File: src/hw/rtl/atz_pkg.sv
// Package: types, constants and arctangent table for the tilt-angle unit.
package atz_pkg;

  localparam int ANGLE_FRAC_BITS = 6;
  localparam int ACC_BITS        = 20;
  localparam int CORDIC_STEPS    = 24;
  localparam int STEP_W          = 5;
  localparam int CW              = 58;   // CORDIC datapath width
  localparam int ZW              = 32;   // angle accumulator width
  localparam int MW              = 34;   // mapped-axis width
  localparam int DIV_STEPS       = 35;   // divider steps per axis: load plus one per bit
  localparam int DCNT_W          = 6;

  localparam logic [ZW-1:0] DEG90  = ZW'(90  * (1 << ACC_BITS));
  localparam logic [ZW-1:0] DEG180 = ZW'(180 * (1 << ACC_BITS));
  localparam logic [ZW-1:0] DEG270 = ZW'(270 * (1 << ACC_BITS));
  localparam logic [ZW-1:0] DEG360 = ZW'(360 * (1 << ACC_BITS));

  localparam logic CFG_MIN_RAW = 1'b0;
  localparam logic CFG_MAX_RAW = 1'b1;
  localparam logic ACT_CAPTURE = 1'b0;

  typedef enum logic [2:0] {
    ST_IDLE, ST_DIV, ST_MAPEND, ST_CINIT, ST_CITER, ST_CEND, ST_OUT
  } state_t;

  function automatic logic [ZW-1:0] atan_lut(input logic [STEP_W-1:0] i);
    logic [ZW-1:0] v;
    case (i)
      5'd0:  v = 32'd47185920;  5'd1:  v = 32'd27855475;
      5'd2:  v = 32'd14718068;  5'd3:  v = 32'd7471121;
      5'd4:  v = 32'd3750058;   5'd5:  v = 32'd1876857;
      5'd6:  v = 32'd938658;    5'd7:  v = 32'd469357;
      5'd8:  v = 32'd234682;    5'd9:  v = 32'd117342;
      5'd10: v = 32'd58671;     5'd11: v = 32'd29335;
      5'd12: v = 32'd14668;     5'd13: v = 32'd7334;
      5'd14: v = 32'd3667;      5'd15: v = 32'd1833;
      5'd16: v = 32'd917;       5'd17: v = 32'd458;
      5'd18: v = 32'd229;       5'd19: v = 32'd115;
      5'd20: v = 32'd57;        5'd21: v = 32'd29;
      5'd22: v = 32'd14;        5'd23: v = 32'd7;
      default: v = '0;
    endcase
    return v;
  endfunction

endpackage

File: src/hw/rtl/accel_tilt_angle_zeroed_unit.sv
// Top level: accelerometer tilt angles with captured zero reference.
//
// Input stream (in_*): one request per three-axis sample; tuser = action
// (0 capture reference, 1 measure relative), tdata = accel_x, accel_y,
// accel_z from the low bits. Output stream (out_*): one result per request,
// tdata = angle_x, angle_y, angle_z, tuser = span_error.
// Config channel (cfg_*): index 0 min_raw, index 1 max_raw, always ready.
// Each axis is mapped by a restoring divider: a load step, 34 quotient
// bits and a step for sign and offset. Each of the three angles then goes
// through the shared CORDIC stage: 24 iterations plus one setup and one
// wrap step. A further step forms the result, and a new request is taken
// only once the last result has left the sequencer. A bad span skips the
// divider and CORDIC and goes straight to the result step.
// in_tready is high whenever the sequencer is idle; a finished result waits
// in the sequencer while the output register is still full, so a stalled
// receiver holds off the request after the next one.
// Reset (synchronous, rst_n low) restores min_raw 265, max_raw 402, clears
// the references and empties the output register.
module accel_tilt_angle_zeroed_unit import atz_pkg::*; (
  input  logic        clk,
  input  logic        rst_n,
  input  logic        in_tvalid,
  output logic        in_tready,
  input  logic [47:0] in_tdata,   // accel_x[15:0], accel_y[31:16], accel_z[47:32]
  input  logic        in_tuser,   // action
  output logic        out_tvalid,
  input  logic        out_tready,
  output logic [47:0] out_tdata,  // angle_x[15:0], angle_y[31:16], angle_z[47:32]
  output logic        out_tuser,  // span_error
  input  logic        cfg_valid,
  output logic        cfg_ready,
  input  logic        cfg_index,
  input  logic [15:0] cfg_data
);

  state_t state_r, state_nxt;
  logic signed [15:0] min_r, max_r;
  logic [14:0] refx_r, refy_r, refz_r;
  logic act_r;
  logic signed [15:0] raw_r [3];
  logic signed [MW-1:0] map_r [3];
  logic [1:0] axis_r;
  logic [DCNT_W-1:0] dcnt_r;
  logic [MW-1:0] rem_r, quo_r, den_r;
  logic neg_r;
  logic signed [CW-1:0] cx_r, cy_r;
  logic signed [ZW:0] cz_r;
  logic [STEP_W-1:0] step_r;
  logic [ZW-1:0] ang_r [3];
  logic [47:0] odata_r;
  logic ouser_r, ovalid_r;

  logic span_bad;
  logic out_free;
  assign span_bad = (max_r <= min_r);
  assign out_free = !ovalid_r || out_tready;
  assign cfg_ready = 1'b1;
  assign in_tready = (state_r == ST_IDLE);
  assign out_tvalid = ovalid_r;
  assign out_tdata = odata_r;
  assign out_tuser = ouser_r;

  // Divider operands: |raw-lo|*180 over span
  logic signed [17:0] diff;
  logic [MW-1:0] num_abs;
  logic signed [MW-1:0] num_s;
  assign diff = 18'(raw_r[axis_r]) - 18'(min_r);
  assign num_s = MW'(diff) * MW'(180);
  assign num_abs = num_s[MW-1] ? MW'(-num_s) : MW'(num_s);

  logic [MW:0] trial;
  assign trial = {rem_r, quo_r[MW-1]} - {1'b0, den_r};

  // CORDIC pair selection: X (my,mz), Y (mx,mz), Z (my,mx)
  logic signed [MW-1:0] pa, pb;
  always_comb begin
    case (axis_r)
      2'd0: begin pa = map_r[1]; pb = map_r[2]; end
      2'd1: begin pa = map_r[0]; pb = map_r[2]; end
      default: begin pa = map_r[1]; pb = map_r[0]; end
    endcase
  end

  logic signed [CW-1:0] dx, dy;
  assign dx = cy_r >>> step_r;
  assign dy = cx_r >>> step_r;

  logic signed [ZW:0] zw;
  always_comb begin
    zw = cz_r;
    if (zw < 0) zw = zw + (ZW+1)'(DEG360);
    if (zw > $signed((ZW+1)'(DEG360))) zw = zw - (ZW+1)'(DEG360);
  end

  localparam int SH = ACC_BITS - ANGLE_FRAC_BITS;
  function automatic logic [15:0] units(input logic [ZW-1:0] a);
    logic [ZW-1:0] t;
    t = (a + ZW'(1 << (SH - 1))) >> SH;
    return t[15:0];
  endfunction

  logic [15:0] ux, uy, uz;
  assign ux = units(ang_r[0]);
  assign uy = units(ang_r[1]);
  assign uz = units(ang_r[2]);

  always_comb begin
    state_nxt = state_r;
    case (state_r)
      ST_IDLE:   if (in_tvalid && in_tready) state_nxt = span_bad ? ST_OUT : ST_DIV;
      ST_DIV:    if (dcnt_r == DCNT_W'(DIV_STEPS - 1)) state_nxt = ST_MAPEND;
      ST_MAPEND: state_nxt = (axis_r == 2'd2) ? ST_CINIT : ST_DIV;
      ST_CINIT:  state_nxt = ST_CITER;
      ST_CITER:  if (step_r == STEP_W'(CORDIC_STEPS - 1)) state_nxt = ST_CEND;
      ST_CEND:   state_nxt = (axis_r == 2'd2) ? ST_OUT : ST_CINIT;
      ST_OUT:    if (out_free) state_nxt = ST_IDLE;
      default:   state_nxt = ST_IDLE;
    endcase
  end

  always_ff @(posedge clk) begin
    if (!rst_n) begin
      state_r <= ST_IDLE;
      min_r <= 16'sd265;
      max_r <= 16'sd402;
      refx_r <= '0; refy_r <= '0; refz_r <= '0;
      ovalid_r <= 1'b0;
    end else begin
      state_r <= state_nxt;
      if (cfg_valid) begin
        if (cfg_index == CFG_MIN_RAW) min_r <= cfg_data;
        else max_r <= cfg_data;
      end
      if (state_r == ST_OUT && out_free) begin
        ovalid_r <= 1'b1;
        if (!span_bad && act_r == ACT_CAPTURE) begin
          refx_r <= ux[14:0]; refy_r <= uy[14:0]; refz_r <= uz[14:0];
        end
      end else if (out_tready) begin
        ovalid_r <= 1'b0;
      end
    end
  end

  always_ff @(posedge clk) begin
    case (state_r)
      ST_IDLE: if (in_tvalid && in_tready) begin
        act_r <= in_tuser;
        raw_r[0] <= in_tdata[15:0];
        raw_r[1] <= in_tdata[31:16];
        raw_r[2] <= in_tdata[47:32];
        axis_r <= 2'd0;
        dcnt_r <= '0;
        rem_r <= '0;
      end
      ST_DIV: begin
        if (dcnt_r == '0) begin
          // load numerator; first bit shifted in on following cycles
          quo_r <= num_abs;
          neg_r <= num_s[MW-1];
          den_r <= MW'(18'(max_r) - 18'(min_r));
          rem_r <= '0;
          dcnt_r <= dcnt_r + 1'b1;
        end else begin
          if (!trial[MW]) rem_r <= trial[MW-1:0];
          else rem_r <= {rem_r[MW-2:0], quo_r[MW-1]};
          quo_r <= {quo_r[MW-2:0], !trial[MW]};
          dcnt_r <= dcnt_r + 1'b1;
        end
      end
      ST_MAPEND: begin
        map_r[axis_r] <= (neg_r ? -$signed(quo_r) : $signed(quo_r)) - MW'(90);
        axis_r <= (axis_r == 2'd2) ? 2'd0 : axis_r + 1'b1;
        dcnt_r <= '0;
      end
      ST_CINIT: begin
        step_r <= '0;
        if (pb < 0) begin
          cx_r <= -(CW'(pb) <<< 30); cy_r <= -(CW'(pa) <<< 30);
          cz_r <= (ZW+1)'(DEG180);
        end else begin
          cx_r <= CW'(pb) <<< 30; cy_r <= CW'(pa) <<< 30;
          cz_r <= '0;
        end
      end
      ST_CITER: begin
        step_r <= step_r + 1'b1;
        if (cy_r > 0) begin
          cx_r <= cx_r + dx; cy_r <= cy_r - dy;
          cz_r <= cz_r + (ZW+1)'(atan_lut(step_r));
        end else begin
          cx_r <= cx_r - dx; cy_r <= cy_r + dy;
          cz_r <= cz_r - (ZW+1)'(atan_lut(step_r));
        end
      end
      ST_CEND: begin
        if (pa == 0 && pb == 0) ang_r[axis_r] <= DEG180;
        else if (pa == 0) ang_r[axis_r] <= (pb > 0) ? DEG360 : DEG180;
        else if (pb == 0) ang_r[axis_r] <= (pa > 0) ? DEG90 : DEG270;
        else ang_r[axis_r] <= zw[ZW-1:0];
        axis_r <= (axis_r == 2'd2) ? 2'd0 : axis_r + 1'b1;
      end
      ST_OUT: if (out_free) begin
        if (span_bad) begin
          odata_r <= '0; ouser_r <= 1'b1;
        end else begin
          ouser_r <= 1'b0;
          if (act_r == ACT_CAPTURE) odata_r <= {uz, uy, ux};
          else odata_r <= {uz - {1'b0, refz_r}, uy - {1'b0, refy_r}, ux - {1'b0, refx_r}};
        end
      end
      default: ;
    endcase
  end

endmodule

File: config.mk
export PLATFORM = sky130hd
export DESIGN_NAME = accel_tilt_angle_zeroed_unit
export DESIGN_NICKNAME = d
export VERILOG_FILES = /design/src/hw/rtl/atz_pkg.sv /design/src/hw/rtl/accel_tilt_angle_zeroed_unit.sv
export SDC_FILE = /design/constraint.sdc
export NUM_CORES = 2
export LEC_CHECK = 0
export ABC_AREA = 1
export BUFFER_PORTS_ARGS = -buffer_cell sky130_fd_sc_hd__buf_2
export CORE_MARGIN = 4
export CORE_UTILIZATION = 33
export CTS_BUF_LIST = sky130_fd_sc_hd__clkbuf_2
export DETAILED_ROUTE_END_ITERATION = 10
export PLACE_DENSITY = 0.58
export SLEW_MARGIN = 15
export SYNTH_ARGS = -nofsm -noshare
export SYNTH_HDL_FRONTEND = slang
export SYNTH_SLANG_ARGS = --single-unit
File: constraint.sdc
create_clock -name clk -period 8.1 [get_ports clk]
set_clock_uncertainty 0.05 [all_clocks]
set_input_delay 1.215 -clock clk [delete_from_list [all_inputs] [get_ports clk]]
set_output_delay 1.215 -clock clk [all_outputs]
set_load 0.005 [all_outputs]
; After elaboration in Yosys (flattened, before gate mapping)
; Memories as Yosys holds them, arrays and structs flattened. A register that Yosys moved wholly into a read port is not among the register bits.
; Cells that the tools add are included.
[op_classes]
n_addsub = 25
mul = 1
div = 0
order_cmp = 7
eq_ne = 14
shifts = 2
n_mux = 72
bitwise = 5
n_reduce_logical = 30
[ops]
columns = cell, n
row1 = $mux 34, 8
row2 = $mux 32, 8
row3 = $mux 58, 4
row4 = $pmux 58 s2, 2
row5 = $add 58x58->58, 2
row6 = $neg 58->58, 2
row7 = $sshr 58x5->58, 2
row8 = $sub 58x58->58, 2
row9 = $add 30x14->30 const B, 3
row10 = $gt 34x1->1 const B, 2
row11 = $logic_not 34->1, 2
row12 = $pmux 34 s2, 1
row13 = $mux 33, 2
row14 = $pmux 33 s2, 1
row15 = $gt 58x1->1 const B, 1
row16 = $mux 29, 2
row17 = $mux 48, 1
row18 = $sub 16x15->16, 3
row19 = $sub 35x34->35, 1
row20 = $lt 34x1->1 const B, 1
row21 = $neg 26->34, 1
row22 = $neg 34->34, 1
row23 = $sub 16x16->17, 2
row24 = $sub 34x8->34 const B, 1
row25 = other kinds (43), 101
[word_totals]
ff_bits = 396
latchBits = 0
ramBits = 246
romBits = 1664
inputBits = 71
word_cells = 181
memories = 5
[mem_list]
columns = name, words, word_bits, read_ports, rd_ports_with_merged_regs, write_ports, line_no
row1 = (name not given), 32, 26, 1, 1, 0, atz_pkg.sv:29  ; case (i)
row2 = (name not given), 32, 26, 1, 1, 0, atz_pkg.sv:29
row3 = map_r, 3, 34, 3, 0, 1, accel_tilt_angle_zeroed_unit.sv:41  ; logic signed [MW-1:0] map_r [3];
row4 = ang_r, 3, 32, 3, 0, 1, accel_tilt_angle_zeroed_unit.sv:49  ; logic [ZW-1:0] ang_r [3];
row5 = raw_r, 3, 16, 1, 1, 3, accel_tilt_angle_zeroed_unit.sv:40  ; logic signed [15:0] raw_r [3];

; Longest topological paths before layout
[logic_depth]
ltp_word = 11
ltp_mapped = 43
mapped_depth_nobuf = 40

; Least setup slack after synthesis
; Ideal clock, no wire load.
[synth_timing]
kind = register to register
start = register (tool-made name)
end = register quo_r[14] (data pin)
setup_time_ps = 253
arrival_time_ps = 6188
path_slack_ps = 1609
stages_incl_launch_ff = 43
cell_sequence = dfxtp_1 clkbuf_1 clkinv_1 clkbuf_1 o21ai_0 ha_1 inv_1 fa_1 nand3_1 nand2_1 nand2_1 nand2_1 a31o_2 xnor2_1 inv_1 ha_1 ha_1 fa_1 (+7 left out) nand2_1 nor3_1 nand2_1 nand3_1 nand2_1 nand2_1 nand2_1 nand2_1 nand3_1 nand2_1 nand2_1 nand2_1 nand2_1 buf_2 nand2_1 o21ai_1 nand2_1 nand2_1
[synth_rtl]
columns = item, line_no
row1 = to (signal assigned), accel_tilt_angle_zeroed_unit.sv:159  ; quo_r <= num_abs;
row2 = to (signal assigned), accel_tilt_angle_zeroed_unit.sv:167  ; quo_r <= {quo_r[MW-2:0], !trial[MW]};
row3 = to (decl), accel_tilt_angle_zeroed_unit.sv:44  ; logic [MW-1:0] rem_r, quo_r, den_r;

==> results.cfg <==
[clock_tree]
tritoncts = yes
cts_setup_buffers = 0
clock_slew_at_reported_path_ffs_ns = 0.10
clk_root_buffer_cell = sky130_fd_sc_hd__clkbuf_2
cts_htree_levels = 4
clock_sinks = 608
insertion_delay_ns = 1.66
cts_buffer_depth = 3
cts_buffers = 171

[worst_setup_path]
number_of_cells_on_the_worst_reg_to_reg_path = 30
sort_of_element_at_the_start_of_the_critical_path = register
regToRegEndpoint = quo_r[24]
worst_setup_path_end_kind = register
critPathArrivalTime_ns = 8.71
ws_path_type = reg2reg
worst_path_largest_cell_delay_ns = 0.54
critPathMaxFanout = 17
slowest_stage = sky130_fd_sc_hd__fa_1
cp.required_ns = 9.36
r2r_slack_ns = 0.65

[grt]
number_of_global_route_vias_before_repair = 52551
grt_first_pass_wirelength_um = 290000
antenna_found_initial = 4
pin_count_of_the_biggest_net_entering_global_routing = 150
grt_util_all_layers = 0.207
grt-ovfl-total = 0

[synth]
mappedNetlistNets = 8493
synthXorXnorAreaFrac = 0.0554
yosys.area_share.simple = 0.305
largest_family_of_logic_cells_by_synthesized_area = simple AND/OR/NAND/NOR gates
yosys_warnings = 0
yosys_register_bits = 608
synth_sequential_area_ratio = 0.310
post_synth_adder_cell_area = 0.0903
synth_compound_area_frac = 0.152
netlist-cell-type-count = 66
synth-edff-count = 499
post_synth_mux_area_share = 0.00217
synth_area_um2 = 55400
postSynth.asyncResetShare = 0
syn_inst = 8046
dominantRegCellSynth = sky130_fd_sc_hd__edfxtp_1
synth.avg_cell_area_um2 = 6.88

[cells_and_area]
seq_area_um2 = 17200
fraction_of_layout_instances_using_a_drive_strength_above_1 = 0.0723
flow.area_growth_from_synthesis_pct = 9.55
design.final.nets = 8669
n_fill_cell = 18047
multi_input_comb_area_um2 = 33600
non_filler_cell_area_final_um2 = 60700

[die]
die_area_um2 = 174000
floorplan.rows = 150
core-area_um2 = 167000
boundaryPins = 123
die_w_um = 418
floorplan.die.height_um = 418
initial_core_util = 0.331

[route]
vias = 55273
drtIter0Drc = 5002
drtAntennaViolNets = 0
detail_route.first_pass.iterations = 7
detail_route.drc_violations = 0
wl_um = 186000
wire_per_inst_um = 17.6
vias_per_inst = 5.23

[timing]
grt_setup_unrepaired = false
finalCritPeriodShare = 0.920
hold_viol_final = 0
worstMarginPinSlew_ns = 1.13
slew-limit-headroom = 0.245
report.final.slew_viol_count = 0
fmaxAchievable_mhz = 134
timing.final.setup_violations = 0
period_needed_ns = 7.45
final_layout_setup_total_negative_slack_ns = 0

[place]
io_buffer_count = 121
placed_cell_area_um2 = 58100
detailed_place_hpwl_um = 145000
gp_routability_congestion = 0.967

[run_status]
status = complete, no violations

[min_path]
holdPathEnd = raw_r[0][3]
min-delay-start = in_tdata[3]
hold_depth = 2
timing.hold.worst.class = in2reg

[run]
maxCapViolCount = 0
## critical path, delay by kind of cell, from the launching register on
family,cells,cell delay [ns]
AOI/OAI and AO/OA,4,0.97
xor gates and xnor gates,2,0.89
adders and majority gates,7,2.59
buffers and inverters,6,0.76
DFF,1,0.33
and+or+nand+nor,11,1.51
## sequential cells by signal, summed over array words and instances, names as in the netlist, 16 cells and up, named ones only
| signal | flops |
|---|---|
| rem_r | 34 |
| den_r | 17 |
| raw_r | 48 |
| min_r | 16 |
| quo_r | 34 |
| ang_r | 51 |
| cx_r | 58 |
| cy_r | 58 |
| map_r | 102 |
| cz_r | 33 |
| out_tdata | 48 |
| max_r | 16 |
## timing repair
action / CTS / global route
gates resized for setup: 0 / 3
hold buffers: 77 / 0
endpoints found under the hold margin: 100 / 0
setup endpoints to repair: 0 / 21
## per-stage QoR
stage               utilization  hold slack, ns  setup slack [ns]  std cells
floorplan                     -           0.383              1.61       8046
global placement          0.348           0.398             0.567      10174
detailed placement        0.348           0.403             0.557      10174
CTS                       0.363          0.0369             0.429      10565
global route              0.363          0.0405            0.0228      10574
finish                    0.363           0.215             0.646      10576
## worst max path at each step
| stage | from | end | slack (ns) | depth (start not counted) |
|---|---|---|---|---|
| final | register | quo_r[24] | 0.65 | 30 |
| after detailed placement | register | quo_r[23] | 0.56 | 31 |
| after global placement | register | quo_r[24] | 0.57 | 30 |
| after global routing | register | quo_r[24] | 0.02 | 30 |
| after floorplan | register | quo_r[14] | 1.61 | 42 |
| after CTS | register | quo_r[23] | 0.43 | 31 |
## final cells by class
type,count,area share
Tap cell,2204,0.0455
Antenna cell,9,0.000371
Timing Repair Buffer,260,0.0316
Multi-Input combinational cell,6244,0.553
Sequential cell,608,0.283
Clock buffer,258,0.0213
Inverter,937,0.0583
Clock inverter,56,0.00666
## cell usage in the layout, fill, tap and decap left out, types with 14 or more instances in the layout
| cell | n |
|---|---|
| sky130_fd_sc_hd__a211oi_1 | 43 |
| sky130_fd_sc_hd__a21boi_0 | 14 |
| sky130_fd_sc_hd__a21o_1 | 32 |
| sky130_fd_sc_hd__a21oi_1 | 624 |
| sky130_fd_sc_hd__a31oi_1 | 42 |
| sky130_fd_sc_hd__buf_2 | 121 |
| sky130_fd_sc_hd__buf_4 | 56 |
| sky130_fd_sc_hd__clkbuf_2 | 258 |
| sky130_fd_sc_hd__clkinv_1 | 38 |
| sky130_fd_sc_hd__dfxtp_1 | 109 |
| sky130_fd_sc_hd__dlygate4sd3_1 | 77 |
| sky130_fd_sc_hd__edfxtp_1 | 499 |
| sky130_fd_sc_hd__fa_1 | 39 |
| sky130_fd_sc_hd__ha_1 | 337 |
| sky130_fd_sc_hd__inv_1 | 918 |
| sky130_fd_sc_hd__nand2_1 | 1972 |
| sky130_fd_sc_hd__nand3_1 | 870 |
| sky130_fd_sc_hd__nand3b_1 | 22 |
| sky130_fd_sc_hd__nand4_1 | 67 |
| sky130_fd_sc_hd__nor2_1 | 756 |
| sky130_fd_sc_hd__nor2_2 | 15 |
| sky130_fd_sc_hd__nor3_1 | 111 |
| sky130_fd_sc_hd__nor4_1 | 39 |
| sky130_fd_sc_hd__o211ai_1 | 43 |
| sky130_fd_sc_hd__o21a_1 | 27 |
| sky130_fd_sc_hd__o21ai_0 | 523 |
| sky130_fd_sc_hd__o21ai_1 | 89 |
| sky130_fd_sc_hd__o21bai_1 | 31 |
| sky130_fd_sc_hd__o31ai_1 | 18 |
| sky130_fd_sc_hd__or2_2 | 62 |
| sky130_fd_sc_hd__xnor2_1 | 120 |
| sky130_fd_sc_hd__xor2_1 | 229 |
## routing by layer
layer | routed length, um | GRT usage | vias to the layer above
li1 | - | - | 27528
met1 | 83300 | 0.278 | 25716
met2 | 85100 | 0.340 | 1700
met3 | 10900 | 0.0294 | 329
met4 | 6620 | 0.0735 | 0
met5 | 0 | 0 | -
## cells in the mapped netlist (12+ instances only)
cell type / count / area share
sky130_fd_sc_hd__fa_1: 39 / 0.014
sky130_fd_sc_hd__a211oi_1: 43 / 0.0058
sky130_fd_sc_hd__xnor2_1: 121 / 0.019
sky130_fd_sc_hd__nand2_1: 1975 / 0.13
sky130_fd_sc_hd__a21boi_0: 14 / 0.0019
sky130_fd_sc_hd__buf_4: 20 / 0.0027
sky130_fd_sc_hd__dfxtp_1: 109 / 0.039
sky130_fd_sc_hd__o21a_1: 27 / 0.0037
sky130_fd_sc_hd__nor2_2: 15 / 0.0017
sky130_fd_sc_hd__buf_6: 13 / 0.0026
sky130_fd_sc_hd__mux2i_1: 12 / 0.0022
sky130_fd_sc_hd__or2_2: 62 / 0.0070
sky130_fd_sc_hd__o21bai_1: 31 / 0.0042
sky130_fd_sc_hd__a31oi_1: 42 / 0.0047
sky130_fd_sc_hd__nor4_1: 39 / 0.0044
sky130_fd_sc_hd__xor2_1: 229 / 0.036
sky130_fd_sc_hd__ha_1: 337 / 0.076
sky130_fd_sc_hd__inv_1: 921 / 0.062
sky130_fd_sc_hd__nor3_1: 111 / 0.010
sky130_fd_sc_hd__o21ai_1: 90 / 0.0081
sky130_fd_sc_hd__o31ai_1: 18 / 0.0024
sky130_fd_sc_hd__nand3_1: 870 / 0.079
sky130_fd_sc_hd__nand4_1: 67 / 0.0076
sky130_fd_sc_hd__o211ai_1: 43 / 0.0058
sky130_fd_sc_hd__edfxtp_1: 499 / 0.27
sky130_fd_sc_hd__o21ai_0: 524 / 0.047
sky130_fd_sc_hd__nand3b_1: 22 / 0.0030
sky130_fd_sc_hd__clkbuf_1: 117 / 0.0079
sky130_fd_sc_hd__a21o_1: 32 / 0.0043
sky130_fd_sc_hd__nor2_1: 763 / 0.052
sky130_fd_sc_hd__buf_2: 56 / 0.0051
sky130_fd_sc_hd__buf_1: 50 / 0.0034
sky130_fd_sc_hd__a21oi_1: 624 / 0.056
## cells by family after synthesis
logic type      count (synthesis)
compound gates               1533
xor+xnor                      350
fa+ha+maj                     376
buf+inv                      1194
flops                         608
mux                            12
other cells                     1
simple gates                 3972
Power is left out: the tool's default activity adds up to more than one toggle a clock period on the data nets, which glitch-free logic cannot reach.
